<file path="config.mk">
export PLATFORM = sky130hd
export DESIGN_NAME = phs_mulmod
export DESIGN_NICKNAME = d
export VERILOG_FILES = /design/src/phs_pkg.sv /design/src/phs_mulmod.sv
export SDC_FILE = /design/constraint.sdc
export NUM_CORES = 1
export LEC_CHECK = 0
export ABC_AREA = 0
export BUFFER_PORTS_ARGS = -buffer_cell sky130_fd_sc_hd__buf_4
export CAP_MARGIN = 20
export CORE_MARGIN = 5
export CORE_UTILIZATION = 60
export CTS_BUF_LIST = sky130_fd_sc_hd__clkbuf_8
export DETAILED_ROUTE_END_ITERATION = 12
export HOLD_SLACK_MARGIN = 0.03
export PLACE_DENSITY_LB_ADDON = 0.08
export SLEW_MARGIN = 5
export SYNTH_ARGS = -nofsm -noshare
export SYNTH_HDL_FRONTEND = slang
export SYNTH_SLANG_ARGS = --single-unit
</file>
<file path="constraint.sdc">
create_clock -name clk -period 12.6 [get_ports clk]
set_clock_uncertainty 0.2 [all_clocks]
set_input_delay 1.26 -clock clk [delete_from_list [all_inputs] [get_ports clk]]
set_output_delay 1.26 -clock clk [all_outputs]
set_load 0.01 [all_outputs]
</file>
<file path="src/phs_pkg.sv">
// ----------------------------------------------------------------------------
// phs_pkg
// Shared widths, command and status codes, and the multiplier handshake types
// of the prefix-hash engine.
// ----------------------------------------------------------------------------
package phs_pkg;

  localparam int HASH_W   = 30;
  localparam int CMD_W    = 2;
  localparam int LETTER_W = 5;
  localparam int INDEX_W  = 12;
  localparam int BORDER_W = 13;
  localparam int STATUS_W = 2;

  // Bits of the multiplier consumed per cycle by the serial modular multiplier.
  localparam int DIGIT_W = 2;

  localparam int PHS_MAX_LEN = 4096;

  localparam logic [HASH_W-1:0] PHS_MOD       = HASH_W'(1000000007);
  localparam logic [HASH_W-1:0] PHS_BASE_INIT = HASH_W'(33);

  typedef enum logic [CMD_W-1:0] {
    CMD_APPEND = 2'd0,
    CMD_SUBSTR = 2'd1,
    CMD_BORDER = 2'd2,
    CMD_CLEAR  = 2'd3
  } cmd_t;

  typedef enum logic [STATUS_W-1:0] {
    STATUS_OK    = 2'd0,
    STATUS_RANGE = 2'd1,
    STATUS_FULL  = 2'd2
  } status_t;

  typedef struct packed {
    logic              start;
    logic [HASH_W-1:0] a;
    logic [HASH_W-1:0] b;
  } mul_req_t;

  typedef struct packed {
    logic              done;
    logic [HASH_W-1:0] product;
  } mul_rsp_t;

endpackage

</file>
<file path="src/phs_mulmod.sv">
// ----------------------------------------------------------------------------
// phs_mulmod
// Serial modular multiplier: a * b mod 1000000007, two multiplier bits a cycle.
// ----------------------------------------------------------------------------
module phs_mulmod (
  input  logic              clk,
  input  logic              rst,
  input  phs_pkg::mul_req_t mreq,
  output phs_pkg::mul_rsp_t mrsp
);
  import phs_pkg::*;

  localparam int STEPS = HASH_W / DIGIT_W;
  localparam int CNT_W = (STEPS > 1) ? $clog2(STEPS) : 1;
  localparam logic [HASH_W+1:0] MOD_X1 = (HASH_W+2)'(PHS_MOD);
  localparam logic [HASH_W+1:0] MOD_X2 = (HASH_W+2)'({PHS_MOD, 1'b0});

  logic              busy;
  logic              done;
  logic [CNT_W-1:0]  cnt;
  logic [HASH_W-1:0] acc;
  logic [HASH_W-1:0] mcand;
  logic [HASH_W-1:0] mplier;
  logic [HASH_W-1:0] acc_next;

  // One bit of the shift-and-add: 2*acc + bit*a, folded back below the modulus.
  function automatic logic [HASH_W-1:0] dbl_add(
    input logic [HASH_W-1:0] acc_in,
    input logic [HASH_W-1:0] a_in,
    input logic              bit_in
  );
    logic [HASH_W+1:0] t;
    t = (HASH_W+2)'({acc_in, 1'b0}) + (HASH_W+2)'(bit_in ? a_in : '0);
    if (t >= MOD_X2) begin
      t = t - MOD_X2;
    end else if (t >= MOD_X1) begin
      t = t - MOD_X1;
    end
    return t[HASH_W-1:0];
  endfunction

  always_comb begin
    acc_next = acc;
    for (int i = 0; i < DIGIT_W; i++) begin
      acc_next = dbl_add(acc_next, mcand, mplier[HASH_W-1-i]);
    end
  end

  always_ff @(posedge clk) begin
    if (rst) begin
      busy <= 1'b0;
      done <= 1'b0;
      cnt  <= '0;
    end else begin
      done <= 1'b0;
      if (mreq.start) begin
        busy <= 1'b1;
        cnt  <= CNT_W'(STEPS - 1);
      end else if (busy) begin
        if (cnt == '0) begin
          busy <= 1'b0;
          done <= 1'b1;
        end else begin
          cnt <= cnt - 1'b1;
        end
      end
    end
  end

  always_ff @(posedge clk) begin
    if (mreq.start) begin
      acc    <= '0;
      mcand  <= mreq.a;
      mplier <= mreq.b;
    end else if (busy) begin
      acc    <= acc_next;
      mplier <= mplier << DIGIT_W;
    end
  end

  assign mrsp.done    = done;
  assign mrsp.product = acc;

endmodule

</file>
==> results.json, run 1 <==
{
  "run_status": "completed",
  "slew_viol_final": 0,
  "ys.flop_type": "edfxtp_1",
  "rsz0062_at_grt": "no",
  "critPathBufInv": 1,
  "final_cell_mix": "nand2_1, buf_4, nor2_1, a21oi_1, and2_1",
  "num_rows": 48,
  "gp_congestion": 0.952,
  "grt_max_degree": 45,
  "relSlewSlack_pct": 36.3,
  "final_common_cell": "nand2_1",
  "slowest_stage": "a2111oi_0",
  "timing.hold.ws_ps": 327,
  "yosys.area.top_type": "edfxtp_1",
  "nets": 1445,
  "cp_max_fo": 30,
  "num_antenna_cells": 0,
  "drt_iter0_drc": 1022,
  "fin_ws_ps": 2090,
  "cts.path.max_buffers": 2,
  "routed_via_density": 6.68,
  "cts_root_buf": "clkbuf_8",
  "syn2layout_area_growth_pct": 9.43,
  "wirelength_um": 33100,
  "grt_pass1_wl_um": 52300,
  "startpoint_type": "register",
  "io-pin-count": 94,
  "setup_viol": 0,
  "cts_hold_buf": 0,
  "grt_usage_pct": 32.6,
  "syn-num-nets": 1391,
  "antenna_found_initial": 0,
  "drive_gt1_share_pct": 14.3,
  "coreArea_um2": 17200,
  "grt.overflow.total": 0,
  "netlist.area_leader.share_pct": 17.3,
  "dp_hpwl_um": 26100,
  "die_area_um2": 20100,
  "die_h_um": 142,
  "powerDensity_nw_per_um2": 284,
  "hold_violations": 0,
  "dr.pass1.iters": 5,
  "clk_latency_ps": 410,
  "path_class": "reg2reg",
  "cp-end-kind": "register",
  "cts_tree": "done",
  "max_freq_ghz": 0.0952,
  "drc_errors": 0,
  "arrival_ps": 10620,
  "timing.setup.tns_ps": 0,
  "synth.distinct_cells": 103,
  "post_cts_resized": 0,
  "fin_crit_ps": 10510,
  "grt_pass1_vias": 9694,
  "synth_seq_area_share_pct": 24.2,
  "synth_area_leaders": "edfxtp_1, ha_1, dfxtp_1, xnor2_1, and2_1",
  "syn_area_um2": 10400,
  "async_reset_ff_share_pct": 0,
  "hold_path_class": "reg2reg",
  "chipWidth_um": 142,
  "worst_path_largest_cell_delay_ps": 810,
  "synth-edff-count": 60,
  "p_total_mw": 3.24,
  "worstMarginPinSlew_ps": 955,
  "wl_per_cell_um": 21.4,
  "vdd_drop_max_mv": 0.144,
  "synth_seq_cells": 96,
  "postCtsSetupRepairBufs": 0,
  "leakagePower_nw": 4.76,
  "nFillCells": 1537,
  "fin_crit_sh_pct": 83.4,
  "io_buffer_count": 93,
  "cts_sinks": 96,
  "ant_nets": 0,
  "clk_pin_slew_worst_paths_ps": 110,
  "htreeDepth": 3,
  "vias": 10319,
  "cp_top_family": "compound AO/OA/AOI/OAI gates",
  "synth_warnings": 0,
  "maxCapViolCount": 0,
  "start_util_pct": 60.8,
  "place_ws_ps": 2420,
  "syn_area_per_cell_um2": 8.29,
  "numCtsBuffers": 9,
  "final_area_um2": 11400,
  "synthCells": 1260,
  "required_ps": 12710,
  "placed_area_um2": 11200
}
-- flip-flops by register name (all words and copies together), names as in the netlist --
register,cells
cnt,4
mplier,30
mcand,30
busy,1
acc,30
done,1
-- area by class of cell --
cell class / instances / area (um2) / area share, %
inverters: 28 / 105 / 0.920
repair buffers: 99 / 751 / 6.57
clock buffers: 9 / 124 / 1.08
flip-flops and latches: 96 / 2520 / 22.1
well taps: 225 / 282 / 2.46
clock inverters: 7 / 70.1 / 0.613
multi-input cells: 1080 / 7570 / 66.3
-- metal layers --
metal	track usage [%]	routed length (um)	part of all wire, %	up-vias
li1	-	-	-	4920
met1	46.9	14500	44	4878
met2	50.6	14800	45	453
met3	4.92	2810	8.5	68
met4	10.2	970	2.9	0
met5	0	0	0	-
-- cell families after synthesis --
| family | Yosys count | share of synthesized area (%) |
|---|---|---|
| adders and majority gates | 68 | 8.29 |
| DFF | 96 | 24.2 |
| and+or+nand+nor | 441 | 21.9 |
| AOI/OAI and AO/OA | 446 | 31.0 |
| muxes | 38 | 4.03 |
| xor gates and xnor gates | 87 | 7.30 |
| buffers and inverters | 84 | 3.35 |
-- Yosys cell counts, types with 8 or more instances --
| master | instances |
|---|---|
| a21o_1 | 47 |
| edfxtp_1 | 60 |
| a211oi_1 | 17 |
| nand3_1 | 30 |
| a21oi_1 | 82 |
| dfxtp_1 | 36 |
| clkbuf_1 | 42 |
| or3_1 | 12 |
| nor4_1 | 11 |
| xor2_1 | 27 |
| nand2_1 | 104 |
| o21bai_1 | 12 |
| a211o_1 | 12 |
| xnor2_1 | 60 |
| o21a_1 | 18 |
| a31oi_1 | 14 |
| o2111ai_1 | 8 |
| nand4_1 | 17 |
| o21ai_0 | 64 |
| ha_1 | 66 |
| o22ai_1 | 21 |
| o211ai_1 | 15 |
| and3_1 | 9 |
| nand2b_1 | 15 |
| inv_1 | 28 |
| nor2_1 | 89 |
| mux2i_1 | 9 |
| o21ai_1 | 12 |
| nor3_1 | 29 |
| mux2_2 | 28 |
| and2_1 | 81 |
-- through the flow --
stage	util [%]	instances
final	66.5	1544
after global routing	66.5	1544
after CTS	66.4	1543
after detailed placement	65.3	1527
after global placement	65.3	1527
after floorplan	-	1260
-- tightest hold or removal path: stages, from the launching register on --
cell	delay, ps
dfxtp_1	370
nand2_1	70
o21ai_1	50
-- where the power goes --
group / switching, mW / total, mW / leakage, nW / internal, mW
sequential: 0.0721 / 0.460 / 0.893 / 0.388
clock: 0.145 / 0.223 / 0.0955 / 0.0777
combinational: 1.58 / 2.56 / 3.77 / 0.981
total: 1.79 / 3.24 / 4.76 / 1.45
-- final timing paths --
path              startpoint  endpoint  slack (ps)  cells past startpoint
hold reg to reg      acc[21]   acc[21]         330                      2
hold / removal       acc[21]   acc[21]         330                      2
setup / recovery  mplier[29]    acc[9]        2090                     31
setup reg to reg  mplier[29]    acc[9]        2090                     31
Note: power is estimated with default switching activity, not from simulation.
==> inputs of run 2 (changes only) <==
- CORE_UTILIZATION: 60 -> 57
- clock period: 12.6 -> 8.7 ns (I/O delays scaled with it)
==> results.json, run 2 (synthesized netlist as in run 1, its figures left out) <==
{
  "path_class": "reg2reg",
  "cts_sinks": 96,
  "start_util_pct": 57.9,
  "cpMostUsedCell": "buf_4",
  "timing.setup.tns_ps": 0,
  "timing.hold.ws_ps": 355,
  "drive_gt1_share_pct": 31.2,
  "dp_hpwl_um": 28900,
  "grt_pass1_wl_um": 56300,
  "whs_endpoint": "cnt[3]",
  "setup_viol": 0,
  "r2r-start": "mplier[29]",
  "grt_max_degree": 42,
  "relSlewSlack_pct": 35.6,
  "cts.path.max_buffers": 2,
  "nets": 1651,
  "die_area_um2": 21100,
  "maxCapViolCount": 0,
  "cts_tree": "done",
  "vdd_drop_max_mv": 0.608,
  "grt_pass1_vias": 10716,
  "fin_crit_ps": 8610,
  "nFillCells": 1365,
  "required_ps": 8810,
  "cp_max_fo": 5,
  "num_antenna_cells": 0,
  "timing.reg2reg.setup_slack_ps": 90,
  "worstHoldPathCells": 2,
  "coreArea_um2": 18000,
  "fin_util_pct": 75.6,
  "leakagePower_nw": 5.88,
  "final_common_cell": "buf_4",
  "chipWidth_um": 145,
  "grt_usage_pct": 32.4,
  "worstMarginPinSlew_ps": 964,
  "ant_nets": 0,
  "startpoint_type": "register",
  "vias": 11471,
  "fin_crit_sh_pct": 98.9,
  "cts_root_buf": "clkbuf_8",
  "htreeDepth": 3,
  "slew_viol_final": 0,
  "clk_pin_slew_worst_paths_ps": 130,
  "die_h_um": 145,
  "routed_via_density": 6.54,
  "io_buffer_count": 93,
  "hold_violations": 0,
  "max_freq_ghz": 0.116,
  "hold_path_class": "reg2reg",
  "drc_errors": 0,
  "clk_latency_ps": 400,
  "dr.pass1.iters": 5,
  "slowest_stage": "or4_4",
  "grt.overflow.total": 0,
  "num_rows": 49,
  "io-pin-count": 94,
  "hold_start": "cnt[3]",
  "reg_top3": "acc: 30 flops, mcand: 30 flops, mplier: 30 flops",
  "r2r_end": "acc[13]",
  "wl_per_cell_um": 21.4,
  "numCtsBuffers": 9,
  "syn2layout_area_growth_pct": 30.5,
  "drt_iter0_drc": 1061,
  "run_status": "completed",
  "gp_congestion": 0.988,
  "ff2ff_path_depth": 36,
  "powerDensity_nw_per_um2": 454,
  "worst_path_largest_cell_delay_ps": 500,
  "arrival_ps": 8720,
  "cp-end-kind": "register",
  "final_cell_mix": "buf_4, nand2_1, nor2_1, and2_1, a21oi_1",
  "wirelength_um": 37400,
  "antenna_found_initial": 0
}
-- run 2: worst max-delay path by stage --
stage | start | end | slack, ps | cells past startpoint
floorplan | mplier[29] | acc[5] | 130 | 33
global placement | mplier[29] | acc[13] | 30 | 36
detailed placement | mplier[29] | acc[13] | -110 | 35
CTS | mplier[29] | acc[25] | 30 | 34
global route | mplier[29] | acc[22] | -150 | 36
finish | mplier[29] | acc[13] | 90 | 36
-- run 2: report_power, final --
part | total [mW] | internal, mW | switching [mW]
sequential | 0.672 | 0.561 | 0.110
combinational | 5.19 | 2.37 | 2.82
clock | 0.329 | 0.116 | 0.213
total | 6.19 | 3.05 | 3.14
-- run 2: per-layer routing --
metal  global-route usage [%]  share of wire, %
met1                     45.2                42
met2                     52.2                46
met3                     4.76               8.2
met4                     9.75               3.0
met5                        0                 0
-- run 2: final cells by class --
type	count	area, um2	share of cell area, %
inverters	28	105	0.771
flip-flops and latches	96	2520	18.5
clock inverters	7	81.3	0.597
well taps	229	287	2.10
repair buffers	304	2340	17.2
clock buffers	9	124	0.909
multi-input cells	1081	8170	59.9
-- run 2: critical path, delay by kind of cell, from the launching register on --
family                   cells  cell delay [ps]
flip-flops                   1              460
AND/OR/NAND/NOR             13             2740
adder cells (fa/ha/maj)      3              880
AO/OA/AOI/OAI               15             3490
XOR/XNOR                     1              210
buffers and inverters        4              550
-- run 2: repair_timing --
item	CTS	global route
resized for setup	16	113
hold endpoints to repair	0	0
gates cloned	1	0
endpoints found under the setup margin	19	30
hold buffers	0	0
buffers inserted	3	15
pin swaps	7	49
-- run 2: per-stage QoR --
stage	std cells	instance area [um2]	worst slack (ps)	total power [mW]
2_1_floorplan	1260	10400	135	3.43
3_3_place_gp	1718	12600	32.3	5.20
3_5_place_dp	1718	12600	-110	5.23
4_1_cts	1738	12900	26.2	5.65
5_1_grt	1754	13600	-145	6.56
6_report	1754	13600	92.2	6.19
==> inputs of run 3 (changes only) <==
- REMOVE_ABC_BUFFERS: unset -> 1
==> results.json, run 3 (synthesized netlist as in run 1, its figures left out) <==
{
  "slowest_stage": "or4_4",
  "cts_root_buf": "clkbuf_8",
  "run_status": "completed",
  "worst_path_largest_cell_delay_ps": 550,
  "chipWidth_um": 145,
  "leakagePower_nw": 5.77,
  "numCtsBuffers": 9,
  "start_util_pct": 57.9,
  "hold_path_class": "reg2reg",
  "fin_crit_sh_pct": 98.6,
  "powerDensity_nw_per_um2": 443,
  "relSlewSlack_pct": 42.5,
  "vdd_drop_max_mv": 0.206,
  "path_class": "reg2reg",
  "final_area_um2": 13500,
  "startpoint_type": "register",
  "clk_pin_slew_worst_paths_ps": 110,
  "cts_hold_buf": 0,
  "nets": 1635,
  "place_inst": 1706,
  "final_cell_mix": "buf_4, nand2_1, nor2_1, and2_1, a21oi_1",
  "drc_errors": 0,
  "io-pin-count": 94,
  "p_int_mw": 2.97,
  "clk_latency_ps": 400,
  "grt_max_degree": 52,
  "die_area_um2": 21100,
  "worstMarginPinSlew_ps": 860,
  "max_freq_ghz": 0.117,
  "seq_area_um2": 2520,
  "reg_top3": "acc: 30 flops, mcand: 30 flops, mplier: 30 flops",
  "switching_power_mw": 3.03,
  "cts_sinks": 96,
  "cp_max_fo": 6,
  "cpMostUsedCell": "buf_4",
  "grt.overflow.total": 0,
  "maxCapViolCount": 0,
  "grt_pass1_wl_um": 55600,
  "stdcell_count": 1738,
  "placed_area_um2": 12600,
  "arrival_ps": 8650,
  "coreArea_um2": 18000,
  "wl_per_cell_um": 20.9,
  "grt_usage_pct": 32.1,
  "die_h_um": 145,
  "comb_power_share_pct": 83.8,
  "multiInputGateArea_um2": 8240,
  "timing.hold.ws_ps": 342,
  "required_ps": 8760,
  "drt_iter0_drc": 1095,
  "ant_nets": 0,
  "hold_violations": 0,
  "wirelength_um": 36400,
  "syn2layout_area_growth_pct": 29.7,
  "htreeDepth": 3,
  "io_buffer_count": 93,
  "dp_hpwl_um": 28400,
  "critPathBufInv": 6,
  "cp-end-kind": "register",
  "drive_gt1_share_pct": 31.1,
  "vias": 11254,
  "fin_crit_ps": 8580,
  "cts_tree": "done",
  "final_common_cell": "buf_4",
  "gp_congestion": 0.994,
  "pwr-share-clk_pct": 5.1,
  "switching_share_pct": 50.4,
  "nFillCells": 1365,
  "grt_pass1_vias": 10578,
  "timing.setup.tns_ps": 0,
  "num_rows": 49,
  "setup_viol": 0,
  "pwr-share-seq_pct": 11.1,
  "cp_top_family": "compound AO/OA/AOI/OAI gates",
  "dr.pass1.iters": 5,
  "antenna_found_initial": 1,
  "num_antenna_cells": 0,
  "cts.path.max_buffers": 2,
  "slew_viol_final": 0,
  "routed_via_density": 6.48
}
run 3: changes by cell type in the layout (fill, tap and decap cells not counted), moves of 4 or more:
cell / previous run / this run
buf_4: 296 / 284
a21oi_2: 8 / 15
ha_4: 1 / 7
a21oi_1: 71 / 67
nor4_2: 8 / 4
run 3: metrics by stage:
stage | setup WS, ps | utilization, % | total power, mW
detailed placement | -103 | 69.7 | 5.13
finish | 119 | 75.1 | 6.00
CTS | 2.19 | 70.9 | 5.50
global route | -185 | 75.1 | 6.41
global placement | 152 | 69.5 | 5.10
floorplan | -1290 | - | 3.38
run 3: metal layers:
| layer | vias to the layer above | global-route usage, % | part of all wire [%] |
|---|---|---|---|
| met3 | 91 | 5.51 | 8.5 |
| met2 | 542 | 51.1 | 45 |
| met5 | - | 0 | 0.019 |
| met4 | 2 | 10.5 | 3.5 |
| li1 | 5317 | - | - |
| met1 | 5302 | 44.5 | 43 |
run 3: power by group through the flow:
stage | Combinational [mW] | Sequential, mW | Clock (mW)
after floorplan | 2.75 | 0.631 | 0
after global placement | 4.44 | 0.661 | 0
after detailed placement | 4.47 | 0.660 | 0
after CTS | 4.54 | 0.650 | 0.310
after global routing | 5.41 | 0.668 | 0.329
final | 5.03 | 0.664 | 0.305
run 3: worst min-delay path: stages (launching register included):
cell	delay, ps
dfxtp_1	380
nand2_1	70
o21ai_1	50
run 3: worst paths after layout:
path | startpoint | endpoint | slack, ps | cells after the start
worst max-delay path | mplier[29] | acc[4] | 120 | 39
worst max register to register | mplier[29] | acc[4] | 120 | 39
worst min-delay path | acc[21] | acc[21] | 340 | 2
worst min register to register | acc[21] | acc[21] | 340 | 2
run 3: area by class of cell:
cell class                 instances  area share (%)
clock buffer                       9           0.915
clock inverter                     7           0.453
inverter                          28           0.776
multi-input combinational       1080            60.8
sequential                        96            18.6
tap                              229            2.12
timing repair buffer             289            16.3
run 3: timing repair:
| action | CTS | global route |
|---|---|---|
| pin swaps | 0 | 41 |
| setup buffers | 1 | 15 |
| gates resized for setup | 7 | 133 |
| setup endpoints to repair | 23 | 30 |
